[config.mk]
export PLATFORM = sky130hd
export DESIGN_NAME = ikrp_divider
export DESIGN_NICKNAME = d
export VERILOG_FILES = /design/src/design/ikrp_pkg.sv /design/src/design/ikrp_divider.sv
export SDC_FILE = /design/constraint.sdc
export NUM_CORES = 1
export LEC_CHECK = 0
export BUFFER_PORTS_ARGS = -buffer_cell sky130_fd_sc_hd__buf_2
export CORE_AREA = 8 8 114 116
export DETAILED_ROUTE_END_ITERATION = 8
export DIE_AREA = 0 0 122 124
export PLACE_DENSITY = 0.85
export SYNTH_ARGS = -nofsm -noshare
export SYNTH_HDL_FRONTEND = slang
export SYNTH_SLANG_ARGS = --single-unit
[constraint.sdc]
create_clock -name clock -period 7.9 [get_ports clock]
set_input_delay 0.79 -clock clock [delete_from_list [all_inputs] [get_ports clock]]
set_output_delay 0.79 -clock clock [all_outputs]
set_load 0.1 [all_outputs]
[src/design/ikrp_pkg.sv]
// Shared types and constants for the item kNN rating predictor.
`default_nettype none

package ikrp_pkg;

   localparam int SIM_W      = 16;
   localparam int VAL_W      = 16;
   localparam int PRED_W     = 18;
   localparam int NC_W       = 7;
   localparam int DEV_W      = VAL_W + 1;
   localparam int PROD_W     = SIM_W + DEV_W;
   localparam int QBITS      = 17;
   localparam int CSR_IDX_W  = 1;
   localparam int CSR_DATA_W = 16;

   localparam logic [CSR_IDX_W-1:0] CSR_NEIGHBOR_COUNT = 1'b0;
   localparam logic [CSR_IDX_W-1:0] CSR_GLOBAL_MEAN    = 1'b1;

   localparam logic [NC_W-1:0]  NEIGHBOR_COUNT_RST = 7'd10;
   localparam logic [VAL_W-1:0] GLOBAL_MEAN_RST    = 16'd0;

   typedef struct packed {
      logic signed [SIM_W-1:0] similarity;
      logic [VAL_W-1:0]        rating;
      logic [VAL_W-1:0]        item_mean;
      logic                    is_target;
      logic                    last_item;
   } req_type;

   typedef struct packed {
      logic signed [PRED_W-1:0] prediction;
      logic                     used_fallback;
      logic [NC_W-1:0]          neighbors_used;
   } rsp_type;

   typedef struct packed {
      logic                    valid;
      logic signed [SIM_W-1:0] sim;
      logic [VAL_W-1:0]        rating;
      logic [VAL_W-1:0]        mean;
   } entry_type;

   typedef enum logic [1:0] {
      CELL_HOLD,
      CELL_INSERT,
      CELL_SHIFT_OUT,
      CELL_CLEAR
   } cell_op_type;

   typedef struct packed {
      cell_op_type             op;
      logic signed [SIM_W-1:0] new_sim;
      logic [VAL_W-1:0]        new_rating;
      logic [VAL_W-1:0]        new_mean;
   } cell_ctrl_type;

   typedef enum logic [2:0] {
      ST_IDLE,
      ST_SETUP,
      ST_DRAIN,
      ST_DIVIDE,
      ST_DONE
   } state_type;

endpackage

`default_nettype wire

[src/design/ikrp_divider.sv]
// Restoring shift-subtract divider, one quotient bit per cycle.
`default_nettype none

module ikrp_divider
   import ikrp_pkg::*;
#(
   parameter int DIV_W = 40
) (
   input  wire logic             clock,
   input  wire logic             reset,
   input  wire logic             start,
   input  wire logic [DIV_W-1:0] dividend,
   input  wire logic [DIV_W-1:0] divisor,
   output logic                  done,
   output logic [QBITS-1:0]      quotient
);

   localparam int CNT_W = $clog2(QBITS);
   localparam logic [CNT_W-1:0] CNT_LAST = CNT_W'(QBITS - 1);

   logic [DIV_W-1:0] rem_ff;
   logic [DIV_W-1:0] dsh_ff;
   logic [QBITS-1:0] q_ff;
   logic [CNT_W-1:0] cnt_ff;
   logic             busy_ff;
   logic             done_ff;
   logic             fits;

   assign fits     = rem_ff >= dsh_ff;
   assign done     = done_ff;
   assign quotient = q_ff;

   always_ff @(posedge clock) begin
      if (reset) begin
         busy_ff <= 1'b0;
         done_ff <= 1'b0;
         cnt_ff  <= '0;
      end else begin
         done_ff <= 1'b0;
         if (start) begin
            busy_ff <= 1'b1;
            cnt_ff  <= CNT_LAST;
         end else if (busy_ff) begin
            if (cnt_ff == '0) begin
               busy_ff <= 1'b0;
               done_ff <= 1'b1;
            end else begin
               cnt_ff <= cnt_ff - 1'b1;
            end
         end
      end
   end

   always_ff @(posedge clock) begin
      if (start) begin
         rem_ff <= dividend;
         dsh_ff <= divisor << (QBITS - 1);
         q_ff   <= '0;
      end else if (busy_ff) begin
         if (fits) begin
            rem_ff <= rem_ff - dsh_ff;
         end
         q_ff   <= {q_ff[QBITS-2:0], fits};
         dsh_ff <= dsh_ff >> 1;
      end
   end

endmodule

`default_nettype wire

==> results.md <==
### Global route
- met1 track demand over resource in global routing: 26.6%
- first-pass GRT wire length: 25.8 mm
- pin count of the biggest net entering global routing: 107
- highest-utilization routing layer at the global route stage: met2
- total gr overflow: 0
- vias in the first global route: 5,506
- met3 Usage GRT: 4.85%
- initial antenna violation count: 0
- met2 layer usage reported by global route: 34.3%
- GR Util All Layers: 21.1%

### Timing
- Hold Slack: 0.505 ns
- Final min period: 3.87 ns
- maximum achievable frequency: 259 MHz
- RSZ-0062 raised after global routing: false
- number of max-slew violations in the final report: 0
- Layout Skew: 0.0101 ns
- tightest slew margin relative to the limit: 19.2%
- total of endpoints with negative setup slack in the final report: 0
- setup tns final: 0 ns
- slew at the pin closest to its max-slew limit: 1.21 ns
- endpoints failing hold: 0
- Final Cycle Share: 49.0%

### Power
- fraction of power spent switching nets: 38.1%
- maximum VDD drop: 0.170 mV
- Int Pwr: 1.23 mW
- share of power burned in combinational logic: 42.8%
- relative contribution of sequential cells to total power: 35.2%
- clock network fraction of total power: 22.0%
- power density over the cells: 267 mW/mm^2
- Leak Pwr: 3.11 nW
- net switching power: 757 uW

### CTS
- clock latency on the worst-skew pair: 0.37 ns
- post-cts sizing count: 0
- TritonCTS clock tree: built
- clock tree root driver cell: clkbuf_16
- post-CTS setup-driven buffer insertion count: 0
- total clock buffers created by CTS: 9
- Clock Path Buffers: 2
- number of clock sinks seen by CTS: 104
- maximum level of the CTS H-tree: 3
- hold-fix buffers at CTS: 0
- clock edge transition at the registers on the reported setup and hold paths: 0.08 ns

### Cells and area
- P&R area growth vs syn: 9.36%
- layout cell share with drive strength beyond 1: 15.9%
- Filler cells: 910
- Design Area, Final: 0.00745 mm^2
- count of inserted antenna diode cells: 0
- Final nets: 921

### Yosys
- flip-flop and latch count after synthesis: 104
- top cells by area in the synthesized netlist: edfxtp_1 28%, dfxtp_1 12%, ha_1 7.7%
- combined area of all synthesized cells: 0.00682 mm^2
- Synth cell types: 72
- mean instance size in the synthesized netlist: 9.19 um^2
- most instantiated flip-flop cell in the synthesis netlist: edfxtp_1
- area leader, netlist: edfxtp_1
- share of the synthesized area in the top cell type: 28.2%
- part of the Yosys area used for sequential elements: 39.9%
- share of flip-flops with an asynchronous set or reset: 0%
- number of flops mapped to enable cells by yosys: 64
- Syn Nets: 868
- Post-Syn Instances: 742
- number of warning messages in the yosys log: 0

### Setup path
- CP startpoint kind: flip-flop
- cell occurring most often along the worst timing path: inv_1
- Data arrival, critical path: 3.95 ns
- cell depth of the worst flop-to-flop path: 13
- delay-heaviest family, CP: compound AO/OA/AOI/OAI gates
- Critical Path Fanout Max: 25
- critical path's slowest cell: a311o_4
- CP endpoint: rem_ff[30]
- biggest cell delay along the critical path: 0.45 ns
- critical path depth in cells: 13
- worst path buffer plus inverter count: 3
- Crit Reg-Reg Endpoint: rem_ff[30]
- cells traversed along the worst timing path: inv_1, ha_1, inv_1, fa_1, a211oi_2, o211ai_1, a22o_1, a311o_4, a2111oi_4, o31ai_2, a21oi_2, o21ai_4, buf_4
- reg-to-reg slack, setup: 4.03 ns
- category of the critical setup timing path: reg2reg
- critical path data required time: 7.98 ns
- start of the worst register-to-register path: rem_ff[0]
- launching instance or port of the critical path: rem_ff[0]
- Worst Setup End Kind: flip-flop

### Drt
- routed via count divided by cell count: 6.01
- routed wire length: 15.8 mm
- post-detailed-route DRC marker count: 0
- total number of vias: 5,668
- post-detailed-route count of antenna-violating nets: 0
- per-cell routed wire length: 16.8 um
- number of optimization iterations in the first detailed-route pass: 6
- Detailed Route Iter0 Violations: 448

### Run
- max cap viols: 0

### Floorplan
- total number of placement rows: 39
- Die ar.: 0.0151 mm^2
- count of boundary I/O pins: 101
- Die Span Y: 124 um
- area of the placeable core: 0.0112 mm^2
- Die Span X: 122 um
- initial core utilization: 61.0%

### Place
- routability congestion estimate: 0.951
- IO buf count: 84
- post-detail-place hpwl: 11.4 mm
- cell area after placement: 0.00717 mm^2

### Outcome
- result of the run: completed

### Min path
- worst hold path type: reg2reg

[power groups by stage]
stage / registers [mW] / logic, mW / clock network, mW
3_3_place_gp: 0.707 / 0.803 / 0
2_1_floorplan: 0.706 / 0.681 / 0
5_1_grt: 0.705 / 0.936 / 0.463
4_1_cts: 0.699 / 0.836 / 0.441
3_5_place_dp: 0.711 / 0.830 / 0
6_report: 0.698 / 0.851 / 0.438
[metal layers]
metal / wire (um) / part of all wire, %
met1: 7020 / 44
met2: 7440 / 47
met3: 987 / 6.2
met4: 349 / 2.2
met5: 0 / 0
[cell families (layout without fill, tap and decap cells)]
logic type	after synthesis	count (layout)	share of synthesized area, %
and+or+nand+nor	223	223	15.1
AOI/OAI and AO/OA	208	208	20.6
xor gates and xnor gates	31	31	3.98
muxes	38	38	5.60
DFF	104	104	39.9
adders and majority gates	43	43	8.00
buffers and inverters	95	153	6.77
[cell usage after synthesis, types with 4 or more instances]
cell / n
o211ai_1: 5
and3_1: 5
xor2_1: 13
nor2b_1: 6
a21oi_1: 45
mux2i_1: 37
a21o_1: 15
buf_2: 5
a21o_2: 6
dfxtp_1: 40
nor3_1: 15
and2_1: 4
inv_1: 51
buf_1: 5
o31ai_1: 27
nor2_1: 61
nand2_1: 89
a31oi_1: 7
nand2b_1: 5
o21ai_1: 8
o21ai_0: 52
xnor2_1: 18
ha_1: 42
edfxtp_1: 64
clkbuf_1: 23
nor4_1: 4
o21a_1: 5
nand4_1: 15
[sequential cells by signal (all words and copies together) (netlist names)]
name	flops
dsh_ff	40
rem_ff	40
quotient	17
cnt_ff	5
busy_ff	1
done	1
[area by class of cell]
class / instances / area [um^2] / area share, %
Multi-Input combinational cell: 543 / 3640 / 48.9
Timing Repair Buffer: 86 / 438 / 5.88
Inverter: 51 / 191 / 2.57
Clock buffer: 10 / 239 / 3.21
Clock inverter: 6 / 40.0 / 0.537
Sequential cell: 104 / 2720 / 36.5
Tap cell: 143 / 179 / 2.40
[worst reg2reg max path, stage by stage (launching register included)]
cell and delay, ns:
edfxtp_1 0.36, inv_1 0.06, ha_1 0.18, inv_1 0.06
fa_1 0.44, a211oi_2 0.25, o211ai_1 0.14, a22o_1 0.29
a311o_4 0.45, a2111oi_4 0.37, o31ai_2 0.15, a21oi_2 0.27
o21ai_4 0.21, buf_4 0.35
[cells in the final DEF (no fill, tap or decap), types with 9 or more instances in the layout]
cell	n
nand2_1	89
nor3_1	15
clkbuf_16	9
o21ai_0	52
o31ai_1	27
mux2i_1	37
dfxtp_1	39
xor2_1	13
nor2_1	61
ha_1	42
buf_2	83
nand4_1	15
inv_1	51
edfxtp_1	64
xnor2_1	18
a21oi_1	45
a21o_1	15
[through the flow]
step | worst slack (ns) | total power, mW | utilization, % | instances
6_report | 4.03 | 1.99 | 66.7 | 943
5_1_grt | 3.90 | 2.10 | 66.7 | 943
4_1_cts | 4.06 | 1.98 | 66.7 | 943
3_5_place_dp | 4.09 | 1.54 | 64.2 | 927
3_3_place_gp | 4.20 | 1.51 | 64.2 | 927
2_1_floorplan | 3.66 | 1.39 | - | 742
[worst min-delay path by stage]
stage	startpoint	endpoint	slack, ns	depth (start not counted)
4_1_cts	quotient[16]	quotient[16]	0.51	2
2_1_floorplan	dsh_ff[0]	dsh_ff[0]	0.46	2
5_1_grt	quotient[16]	quotient[16]	0.54	2
3_3_place_gp	quotient[16]	quotient[16]	0.47	2
3_5_place_dp	quotient[16]	quotient[16]	0.49	2
6_report	quotient[16]	quotient[16]	0.51	2
Power figures use the tool's default switching activity.
