`src/design/ikrp_pkg.sv`:
```
// Shared types and constants for the item kNN rating predictor.
`default_nettype none

package ikrp_pkg;

   localparam int SIM_W      = 16;
   localparam int VAL_W      = 16;
   localparam int PRED_W     = 18;
   localparam int NC_W       = 7;
   localparam int DEV_W      = VAL_W + 1;
   localparam int PROD_W     = SIM_W + DEV_W;
   localparam int QBITS      = 17;
   localparam int CSR_IDX_W  = 1;
   localparam int CSR_DATA_W = 16;

   localparam logic [CSR_IDX_W-1:0] CSR_NEIGHBOR_COUNT = 1'b0;
   localparam logic [CSR_IDX_W-1:0] CSR_GLOBAL_MEAN    = 1'b1;

   localparam logic [NC_W-1:0]  NEIGHBOR_COUNT_RST = 7'd10;
   localparam logic [VAL_W-1:0] GLOBAL_MEAN_RST    = 16'd0;

   typedef struct packed {
      logic signed [SIM_W-1:0] similarity;
      logic [VAL_W-1:0]        rating;
      logic [VAL_W-1:0]        item_mean;
      logic                    is_target;
      logic                    last_item;
   } req_type;

   typedef struct packed {
      logic signed [PRED_W-1:0] prediction;
      logic                     used_fallback;
      logic [NC_W-1:0]          neighbors_used;
   } rsp_type;

   typedef struct packed {
      logic                    valid;
      logic signed [SIM_W-1:0] sim;
      logic [VAL_W-1:0]        rating;
      logic [VAL_W-1:0]        mean;
   } entry_type;

   typedef enum logic [1:0] {
      CELL_HOLD,
      CELL_INSERT,
      CELL_SHIFT_OUT,
      CELL_CLEAR
   } cell_op_type;

   typedef struct packed {
      cell_op_type             op;
      logic signed [SIM_W-1:0] new_sim;
      logic [VAL_W-1:0]        new_rating;
      logic [VAL_W-1:0]        new_mean;
   } cell_ctrl_type;

   typedef enum logic [2:0] {
      ST_IDLE,
      ST_SETUP,
      ST_DRAIN,
      ST_DIVIDE,
      ST_DONE
   } state_type;

endpackage

`default_nettype wire

```
`src/design/ikrp_cell.sv`:
```
// One slot of the sorted neighbor list; trades entries with its neighbors.
`default_nettype none

module ikrp_cell
   import ikrp_pkg::*;
(
   input  wire logic          clock,
   input  wire logic          reset,
   input  wire cell_ctrl_type ctrl,
   input  wire entry_type     left_entry,
   input  wire logic          left_less,
   input  wire entry_type     right_entry,
   output entry_type          entry,
   output logic               less
);

   entry_type entry_ff;
   entry_type entry_in;

   // new item ranks above this slot (ties stay ahead of the new item)
   assign less  = !entry_ff.valid || (entry_ff.sim < ctrl.new_sim);
   assign entry = entry_ff;

   always_comb begin
      entry_in = entry_ff;
      unique case (ctrl.op)
         CELL_HOLD: begin
            entry_in = entry_ff;
         end
         CELL_INSERT: begin
            if (less && !left_less) begin
               entry_in.valid  = 1'b1;
               entry_in.sim    = ctrl.new_sim;
               entry_in.rating = ctrl.new_rating;
               entry_in.mean   = ctrl.new_mean;
            end else if (less) begin
               entry_in = left_entry;
            end
         end
         CELL_SHIFT_OUT: begin
            entry_in = right_entry;
         end
         CELL_CLEAR: begin
            entry_in.valid = 1'b0;
         end
         default: begin
            entry_in = entry_ff;
         end
      endcase
   end

   always_ff @(posedge clock) begin
      if (reset) begin
         entry_ff.valid <= 1'b0;
      end else begin
         entry_ff.valid <= entry_in.valid;
      end
   end

   always_ff @(posedge clock) begin
      entry_ff.sim    <= entry_in.sim;
      entry_ff.rating <= entry_in.rating;
      entry_ff.mean   <= entry_in.mean;
   end

endmodule

`default_nettype wire

```
`config.mk`:
```
export PLATFORM = sky130hd
export DESIGN_NAME = ikrp_cell
export DESIGN_NICKNAME = d
export VERILOG_FILES = /design/src/design/ikrp_pkg.sv /design/src/design/ikrp_cell.sv
export SDC_FILE = /design/constraint.sdc
export NUM_CORES = 1
export LEC_CHECK = 0
export ABC_AREA = 1
export BUFFER_PORTS_ARGS = -buffer_cell sky130_fd_sc_hd__buf_4
export CORE_MARGIN = 1
export CORE_UTILIZATION = 38
export CTS_CLUSTER_SIZE = 14
export DETAILED_ROUTE_END_ITERATION = 6
export GPL_TIMING_DRIVEN = 0
export PLACE_DENSITY = 0.75
export SLEW_MARGIN = 20
export SYNTH_ARGS = -nofsm -noshare
export SYNTH_HDL_FRONTEND = slang
export SYNTH_SLANG_ARGS = --single-unit
```
`constraint.sdc`:
```
create_clock -name clock -period 4.6 [get_ports clock]
set_input_delay 0.92 -clock clock [delete_from_list [all_inputs] [get_ports clock]]
set_output_delay 0.92 -clock clock [all_outputs]
set_load 0.03 [all_outputs]
```
==> metrics.txt, run 1 <==
status=finished, final reports clean; area of the multi-input gates=1430 um2; Routed WL=10.4 mm; CP Launch Point=ctrl[47]; worst r2r src=entry[47]; Final Power=1.32 mW; clk_lat worst skew=0.30 ns; Compound-Gate Fraction of Synth Area=0.0902; initial DRC count=143; post-synthesis sequential area ratio=0.443; Post-Synth XOR/XNOR Area=0; maximum clock rate=315 MHz; initial antenna violation count=0; Hold Slack=0.721 ns; Cell Pwr Density=263 nW/um2; top cells by count, synth=119 x nand2_1, 73 x inv_1, 54 x nor2_1; Comb power frac=0.364; Clock power frac=0.205; Nets=825; core box area=8300 um2; global-route wire length before repair=15.9 mm; Synth Area in Adders=0.0568; synth unique cells=21; Top Ports=201; Die ar.=9070 um2; GRT met3 Usage=0.0550; CTS tree=yes; Starting Density=0.398; Setup crit start kind=input pin; mux cell area share after synthesis=0; Reg clk slew, reported paths=0.10 ns; Avg Cell Area, Syn=7.29 um2; Clock Tree Buf Depth=2; routing usage on met1=0.264; Worst Hold Class=reg -> reg; Net Sw Frac=0.331; Post-Synthesis Cell Area=3300 um2; global route hottest layer=met2; count leader, synth=nand2_1; internal power=0.884 mW; met2 usage=0.407; pin count of the biggest net entering global routing=49; total CTS buffers=5; syn nets=619; CP max FO=4; worst-path cell with the longest stage delay=ha_1; max incr delay on CP=0.33 ns; R2R Path End=entry[27]; ant diodes=0; drt wl/cell=13.6 um; final std cells w/o fill=765; gr ovfl total=0; drt drc=0; Via density=4.81; Critical Path Sink Type=primary output; #FFs+latches synth=49; crit-path leading delay family=simple AND/OR/NAND/NOR gates; Final Hold Vio Count=0; gr usage total=0.227; Clock Sinks=49; main flop type after synthesis=edfxtp_1; Post-synth EDFFs=48; Critical Path Stages=12; layout cells sized above 1=0.332; Post-Synth Simple-Gate Area=0.284; Core Util, Final=0.605; Period minus WS final=3.17 ns; Placed Cells=757; largest family of logic cells by synthesized area=simple AND/OR/NAND/NOR gates; DR vias=3677; Resized Gates After CTS=0; Crit Path Category=in -> out; die height=95.2 um; share of the synthesized area in the top cell type=0.437; setup TNS=0 ns; Final Skew=0.0139 ns; H-tree depth=2; Worst Reg-to-Reg Cells=10; ANT nets after route=0; CTS Root Cell=clkbuf_8; Post-Synthesis Cells=453; Top cell by count, worst path=nand2_1; Slew headroom=0.538; max-slew violation count=0; CP required=3.68 ns; Sequential Area=1460 um2; Pre-antenna DRT Iters=4; CTS Hold Bufs=0; Slew @ Worst Pin=0.694 ns; Largest register FFs=49; worst path bufs/invs=4; row count=33; hpwl dp=8.10 mm; number of global-route vias before repair=3506; Peak supply drop=0.105 mV; P_sw=0.437 mW; MaxCap Viol Count=0; Synth async-reset ratio=0; unrepaired setup endpoints after global routing=false; leakage power=2.70 nW; top area cells in the synthesized netlist=edfxtp_1 44%, nand2_1 14%, inv_1 8.3%; WP data arrival=2.25 ns; Setup Fix Bufs, Post-CTS=0; Ys Warns=0; period utilisation layout=0.690; chip width=95.2 um; I/O Buffers=199; R2R setup slack=2.15 ns; area grow syn2layout=52.2%; crit-path cells=buf_4 -> inv_1 -> ha_1 -> nand2_1 -> clkinv_1 -> nand3_1 -> a21oi_1 -> nor2_1 -> nand2_1 -> nand2_1 -> nand3_2 -> buf_4; Filler Cells Inserted=766; gp weighted congestion=0.739; Yosys top cell by area=edfxtp_1; Reg power frac=0.431; end of the critical path=less; final setup violation count=0
==> kinds of logic after synthesis <==
family / Yosys count
AO/OA/AOI/OAI: 59
adder cells (fa/ha/maj): 15
buffers and inverters: 101
flip-flops: 49
AND/OR/NAND/NOR: 229
==> worst register-to-register path, cell delays in order, from the launching register on <==
cell and delay (ns):
edfxtp_1 0.40, ha_1 0.34, nand2_1 0.10, clkinv_1 0.06, nand3_1 0.09, a21oi_1 0.06, nor2_1 0.14, nand3_1 0.13
nand3_2 0.12, nand2_1 0.09, nand2_4 0.51
==> worst min-delay path by stage <==
stage / cells past startpoint / from / to
detailed placement: 3 / entry[48] / entry[48]
floorplan: 4 / entry[48] / entry[48]
finish: 3 / entry[48] / entry[48]
CTS: 4 / entry[48] / entry[48]
global placement: 4 / entry[48] / entry[48]
global route: 3 / entry[48] / entry[48]
==> area by class of cell <==
cell class,instances,share of cell area
repair buffers,199,0.297
well taps,105,0.0261
clock buffers,8,0.0179
inverters,75,0.0560
multi-input cells,303,0.285
plain buffers,26,0.0269
flip-flops and latches,49,0.291
==> per-layer routing <==
layer / vias to the layer above / part of all wire
li1: 1854 / -
met1: 1651 / 0.39
met2: 152 / 0.51
met3: 20 / 0.083
met4: 0 / 0.018
met5: - / 0
==> power groups by stage <==
stage	Clock (mW)	Combinational [mW]	Sequential, mW
3_3_place_gp	0	0.471	0.580
5_1_grt	0.289	0.529	0.574
3_5_place_dp	0	0.482	0.579
2_1_floorplan	0	0.174	0.669
4_1_cts	0.271	0.483	0.570
6_report	0.271	0.480	0.569
==> through the flow <==
stage	setup slack (ns)	cell area (um2)
final	1.43	5020
after global placement	0.485	4930
after CTS	1.41	5020
after global routing	1.27	5020
after floorplan	1.14	3300
after detailed placement	1.42	4930
==> cell usage in the layout, fill, tap and decap left out, types with 4 or more instances in the layout <==
cell / count
inv_1: 73
clkbuf_8: 6
nor2_1: 54
ha_1: 15
o21ai_0: 19
clkbuf_1: 16
buf_2: 6
nand2_1: 118
buf_4: 199
buf_6: 4
nand3_1: 51
a21oi_1: 8
edfxtp_1: 48
o21ai_1: 31
Note: power is estimated with default switching activity, not from simulation.
==> inputs of run 2 (changes only) <==
--- a/config.mk
+++ b/config.mk
@@ -12,7 +12,7 @@
 export CTS_CLUSTER_SIZE = 14
 export DETAILED_ROUTE_END_ITERATION = 6
 export GPL_TIMING_DRIVEN = 0
-export PLACE_DENSITY = 0.75
+export PLACE_DENSITY = 0.78
 export SLEW_MARGIN = 20
 export SYNTH_ARGS = -nofsm -noshare
 export SYNTH_HDL_FRONTEND = slang
==> constraint.sdc (replaced) <==
create_clock -name clock -period 2.8 [get_ports clock]
set_input_delay 0.56 -clock clock [delete_from_list [all_inputs] [get_ports clock]]
set_output_delay 0.56 -clock clock [all_outputs]
set_load 0.03 [all_outputs]
==> run 2 against run 1 <==
Compared with the run above: critical endpoint unchanged; die area unchanged; hold slack got worse by 0.21 ns; via count up 0.46%; count of clock-buffer cells in the layout unchanged; register-to-register slack got worse by 1.7 ns; first-iteration DRC count decreased by 9.8%; cell count unchanged; largest cell class unchanged; non-clock buffer count did not move; sequential power rose by 64%; core utilization is 0.12 points lower.
==> metrics.txt, run 2 (synthesis results as in run 1) <==
end of the critical path=less; initial DRC count=129 (-9.8%); gr ovfl total=0 (unchanged); worst path bufs/invs=2 (-2); pin count of the biggest net entering global routing=49 (unchanged); unrepaired setup endpoints after global routing=false; ant diodes=0 (unchanged); CTS Hold Bufs=0 (unchanged); worst-path cell with the longest stage delay=edfxtp_1; total CTS buffers=5 (unchanged); CTS Root Cell=clkbuf_8; Largest register FFs=49 (unchanged); most common cell after layout, fill and taps aside=buf_4; drt wl/cell=13.3 um (-1.7%); initial antenna violation count=0 (unchanged); status=finished, final reports clean; chip width=95.2 um (unchanged); row count=33 (unchanged); clk_lat worst skew=0.29 ns (about the same); CP max FO=4 (unchanged); H-tree depth=2 (unchanged); layout cells sized above 1=0.330 (-0.00152); MaxCap Viol Count=0 (unchanged); period utilisation layout=0.875; worst r2r src=entry[47]; Metal-1 WL=3.70 mm (-8.7%); R2R Path End=entry[26]; gp weighted congestion=0.806 (+9.0%); met3 wire length=859 um (+0.12%); CP Launch Point=entry[47]; crit-path leading delay family=simple AND/OR/NAND/NOR gates; crit-path cells=ha_1 -> nand2_1 -> clkinv_1 -> nand3_1 -> a21oi_1 -> nor2_1 -> nand2_1 -> nand2_1 -> nand3_2 -> buf_4; Core Util, Final=0.604 (-0.00121); Nets=825 (unchanged); leakage power=2.69 nW (-0.22%); Crit Path Category=reg -> out; global-route wire length before repair=15.4 mm (-3.6%); CTS tree=yes; Via density=4.83 (+0.46%); hpwl dp=8.00 mm (-1.2%); gr usage total=0.221 (-0.00617); Starting Density=0.398 (unchanged); CP required=2.24 ns (-1.44 ns); Top Ports=201 (unchanged); max incr delay on CP=0.40 ns (+0.07 ns); Final Skew=0.00540 ns (-0.00852 ns); met2 wire len=5.47 mm (+3.8%); Reg clk slew, reported paths=0.09 ns (about the same); Top cell by count, worst path=nand2_1; Pre-antenna DRT Iters=4 (unchanged); Slew @ Worst Pin=0.660 ns (-0.0332 ns); Cell Pwr Density=424 nW/um2 (+62%); number of global-route vias before repair=3559 (+1.5%); Clock Tree Buf Depth=2 (unchanged); final setup violation count=0 (unchanged); core box area=8300 um2 (unchanged); Slew headroom=0.560 (+0.0221); DR vias=3694 (+0.46%); Peak supply drop=0.242 mV (+130%); Critical Path Stages=10 (-2); Final Power=2.13 mW (+61%); commonest non-fill, non-tap cells in the layout=199 x buf_4, 118 x nand2_1, 73 x inv_1, 54 x nor2_1, 51 x nand3_1; Period minus WS final=2.45 ns; die height=95.2 um (unchanged); Die ar.=9070 um2 (unchanged); maximum clock rate=408 MHz; Final Hold Vio Count=0 (unchanged); Setup crit start kind=flop; I/O Buffers=199 (unchanged); ANT nets after route=0 (unchanged); Resized Gates After CTS=0 (unchanged); Hold Slack=0.506 ns (-0.214 ns); R2R setup slack=0.41 ns (-1.74 ns); drt drc=0 (unchanged); Worst Reg-to-Reg Cells=10 (unchanged); Setup Fix Bufs, Post-CTS=0 (unchanged); Routed WL=10.2 mm (-1.7%); max-slew violation count=0 (unchanged); top routing layer in use=met4; Critical Path Sink Type=primary output; area grow syn2layout=51.9%; WP data arrival=1.89 ns (-0.36 ns); Worst Hold Class=in -> reg; Clock Sinks=49 (unchanged)
run 2: cell count changes in the layout (fill, tap and decap cells not counted):
cell / change
clkbuf_8: -1
clkbuf_1: +1
run 2: power by group:
| group | internal, mW | leakage [nW] | switching, mW |
|---|---|---|---|
| clock | 0.178 | 0.0395 | 0.228 |
| combinational | 0.342 | 2.18 | 0.446 |
| sequential | 0.907 | 0.472 | 0.0277 |
| total | 1.43 | 2.69 | 0.701 |
run 2: per-layer routing:
metal / GRT usage / vias to the layer above
li1: - / 1853
met1: 0.224 / 1671
met2: 0.424 / 157
met3: 0.0678 / 13
met4: 0.0707 / 0
met5: 0 / -
run 2: worst reg2reg max path: stages, from the launching register on:
cell and delay, ns:
edfxtp_1 0.40, ha_1 0.34, nand2_1 0.10, clkinv_1 0.06, nand3_1 0.08, a21oi_1 0.05
nor2_1 0.12, nand3_1 0.14, nand3_2 0.12, nand2_1 0.09, nand2_4 0.50
run 2: metrics by stage:
stage / std cells / worst slack [ns] / setup TNS [ns] / cell area (um2)
after floorplan: 453 / 0.140 / 0 / 3300
after global placement: 757 / -0.221 / -10.52 / 4930
after detailed placement: 757 / -0.247 / -11.80 / 4930
after CTS: 765 / 0.0273 / 0 / 5010
after global routing: 765 / 0.198 / 0 / 5010
final: 765 / 0.349 / 0 / 5010
run 2: area by class of cell:
type / instances / area, um2
Tap cell: 105 / 131
Inverter: 75 / 282
Clock buffer: 8 / 80.1
Sequential cell: 49 / 1460
Fill cell: 787 / 3280
Multi-Input combinational cell: 303 / 1430
Timing Repair Buffer: 199 / 1490
Buffer: 26 / 135
run 2: worst min path at each step:
stage | start | to | slack, ns | cells after the start
3_5_place_dp | entry[48] | entry[48] | 0.71 | 4
5_1_grt | reset | entry[48] | 0.50 | 3
4_1_cts | reset | entry[48] | 0.50 | 3
6_report | reset | entry[48] | 0.51 | 3
2_1_floorplan | reset | entry[48] | 0.72 | 2
3_3_place_gp | entry[48] | entry[48] | 0.68 | 4
==> inputs of run 3 (changes only) <==
--- a/config.mk
+++ b/config.mk
@@ -5,14 +5,14 @@
 export SDC_FILE = /design/constraint.sdc
 export NUM_CORES = 1
 export LEC_CHECK = 0
-export ABC_AREA = 1
+export ABC_AREA = 0
 export BUFFER_PORTS_ARGS = -buffer_cell sky130_fd_sc_hd__buf_4
 export CORE_MARGIN = 1
 export CORE_UTILIZATION = 38
 export CTS_CLUSTER_SIZE = 14
 export DETAILED_ROUTE_END_ITERATION = 6
 export GPL_TIMING_DRIVEN = 0
-export PLACE_DENSITY = 0.78
+export PLACE_DENSITY = 0.76
 export SLEW_MARGIN = 20
 export SYNTH_ARGS = -nofsm -noshare
 export SYNTH_HDL_FRONTEND = slang
==> run 3 against run 2 <==
Compared with the run above: the run now ends with negative setup slack left; critical path depth down 2; die area up 7.4%; largest cell class is now multi-input combinational cells; count of clock-buffer cells in the layout down 3; synthesized cell count down 12%.
==> metrics.txt, run 3 <==
CP max FO=3 (-1); Core Util, Final=0.673 (+0.0688); CTS tree=yes; leakage power=2.41 nW (-10%); Critical Path Sink Type=primary output; clk_lat worst skew=0.31 ns (+0.02 ns); Worst Slack Setup Final=-0.0852 ns (-0.434 ns); Final Hold Vio Count=0 (unchanged); area grow syn2layout=68.5%; die height=98.7 um (+3.6%); hold path cells=2 (-1); Crit Path Category=reg -> out; Slew @ Worst Pin=0.759 ns (+0.0989 ns); most common cell after layout, fill and taps aside=buf_4; Post-Synthesis Cell Area=3550 um2 (+7.6%); post-synthesis sequential area ratio=0.411 (-0.0312); final setup violation count=19 (+19); Synth async-reset ratio=0 (unchanged); met3 wire length=975 um (+14%); failing checks=negative setup slack; Cell Pwr Density=445 nW/um2 (+4.7%); core box area=8890 um2 (+7.1%); unrepaired setup endpoints after global routing=true; Via density=5.71 (+18%); drt drc=0 (unchanged); Period minus WS final=2.89 ns (+0.434 ns); Setup crit start kind=flop; largest family of logic cells by synthesized area=simple AND/OR/NAND/NOR gates; top cells by count, synth=100 x nor2_1, 81 x nor3_1, 48 x edfxtp_1; Routed WL=13.4 mm (+32%); count leader, synth=nor2_1; Post-Synth Simple-Gate Area=0.283 (-0.00100); gr usage total=0.262 (+0.0409); layout cells sized above 1=0.518 (+0.187); Final Skew=0.0126 ns (+0.00723 ns); gp weighted congestion=0.839 (+4.2%); ant diodes=0 (unchanged); pre-CTS setup slack=-0.618 ns (-0.371 ns); mux cell area share after synthesis=0.00564 (+0.00564); Reg clk slew, reported paths=0.10 ns (about the same); drt wl/cell=18.4 um (+38%); pin count of the biggest net entering global routing=24 (-51%); syn nets=565 (-8.7%); global-route wire length before repair=20.0 mm (+30%); Compound-Gate Fraction of Synth Area=0.185 (+0.0947); top routing layer in use=met4; CTS Root Cell=clkbuf_8; Metal-1 WL=5.43 mm (+47%); Slew headroom=0.494 (-0.0660); main flop type after synthesis=edfxtp_1; met2 wire len=6.74 mm (+23%); chip width=98.7 um (+3.6%); final std cells w/o fill=728 (-4.8%); total CTS buffers=5 (unchanged); initial DRC count=174 (+35%); Starting Density=0.400 (+0.00166); max-slew violation count=0 (unchanged); share of the synthesized area in the top cell type=0.406 (-0.0308); number of global-route vias before repair=4236 (+19%); Top Ports=201 (unchanged); top area cells in the synthesized netlist=edfxtp_1 41%, nor3_1 11%, nor2_1 11%; H-tree depth=2 (unchanged); status=complete, but fails checks; maximum clock rate=347 MHz (-15%); gr ovfl total=0 (unchanged); Peak supply drop=0.237 mV (-1.9%); period utilisation layout=1.03 (+0.155); Clock Tree Buf Depth=2 (unchanged); Synth Area in Adders=0.0528 (-0.00400); Largest register FFs=49 (unchanged); initial antenna violation count=0 (unchanged); Post-Synthesis Cells=399 (-12%); Yosys top cell by area=edfxtp_1; CP required=2.24 ns (about the same); Die ar.=9740 um2 (+7.4%); row count=34 (+3.0%); Worst Reg-to-Reg Cells=9 (-1); Ys Warns=0 (unchanged); ANT nets after route=0 (unchanged); Avg Cell Area, Syn=8.90 um2 (+22%); WP data arrival=2.33 ns (+0.44 ns); Placed Cells=709 (-6.3%); Filler Cells Inserted=723 (-8.1%); Post-Synth XOR/XNOR Area=0 (unchanged); Post-synth EDFFs=48 (unchanged); I/O Buffers=200 (+0.50%); hpwl dp=9.83 mm (+23%); commonest non-fill, non-tap cells in the layout=212 x buf_4, 99 x nor2_1, 62 x nor3_1, 48 x edfxtp_1, 35 x a2111oi_2; Hold Slack=0.489 ns (-0.0174 ns); Worst Hold Class=in -> reg; Clock Sinks=49 (unchanged); #FFs+latches synth=49 (unchanged); Pre-antenna DRT Iters=5 (+1); MaxCap Viol Count=0 (unchanged); DR vias=4157 (+13%); Nets=785 (-4.8%); synth unique cells=29 (+38%)
[run 3: report_power, final]
part,leakage (nW),internal (mW),switching (mW)
Sequential,0.462,0.924,0.0370
Combinational,1.89,0.525,0.640
Clock,0.0543,0.268,0.266
[run 3: path summary, 6_finish.rpt]
kind                       start   endpoint  slack (ns)
setup reg to reg       entry[47]  entry[39]       -0.07
setup / recovery       entry[47]       less       -0.09
hold reg to reg        entry[48]  entry[48]        0.77
hold / removal    left_entry[48]  entry[48]        0.49
[run 3: final cells by class]
cell class	instances	area [um2]	share of cell area
Multi-Input combinational cell	296	2380	0.398
Tap cell	108	135	0.0226
Buffer	37	184	0.0307
Sequential cell	49	1460	0.244
Clock buffer	5	68.8	0.0115
Clock inverter	3	46.3	0.00774
Inverter	17	66.3	0.0111
Timing Repair Buffer	213	1640	0.274
[run 3: timing repair]
action | 4_1_cts | 5_1_grt
setup buffers | 5 | 5
hold buffers | 0 | 0
pin swaps | 3 | 4
hold endpoints to repair | 0 | 0
setup endpoints to repair | 82 | 72
gates cloned | 0 | 1
resized for setup | 40 | 72
[run 3: worst max-delay path, cell delays in order (launching register included)]
cell      delay [ns]
edfxtp_1        0.45
ha_4            0.27
nand4_1         0.12
nor2_1          0.07
a311o_2         0.38
nor3_4          0.21
mux2i_4         0.30
inv_2           0.06
buf_6           0.14
[run 3: logic make-up (layout without fill, tap and decap cells)]
group,after synthesis,in the layout
fa+ha+maj,15,15
simple gates,215,215
compound gates,64,64
flops,49,49
mux,2,2
buf+inv,54,275
[run 3: per-stage QoR]
| step | setup TNS [ns] | instance area, um2 | power, mW |
|---|---|---|---|
| after floorplan | -11.63 | 3670 | 1.53 |
| after global placement | -66.05 | 5300 | 1.93 |
| after detailed placement | -41.68 | 5360 | 1.97 |
| after CTS | -1.46 | 5610 | 2.55 |
| after global routing | -9.79 | 5980 | 2.77 |
| final | -0.653 | 5980 | 2.66 |
[run 3: per-layer routing]
layer / up-vias / GRT usage
li1: 1958 / -
met1: 1974 / 0.318
met2: 205 / 0.471
met3: 20 / 0.0433
met4: 0 / 0.0861
met5: - / 0
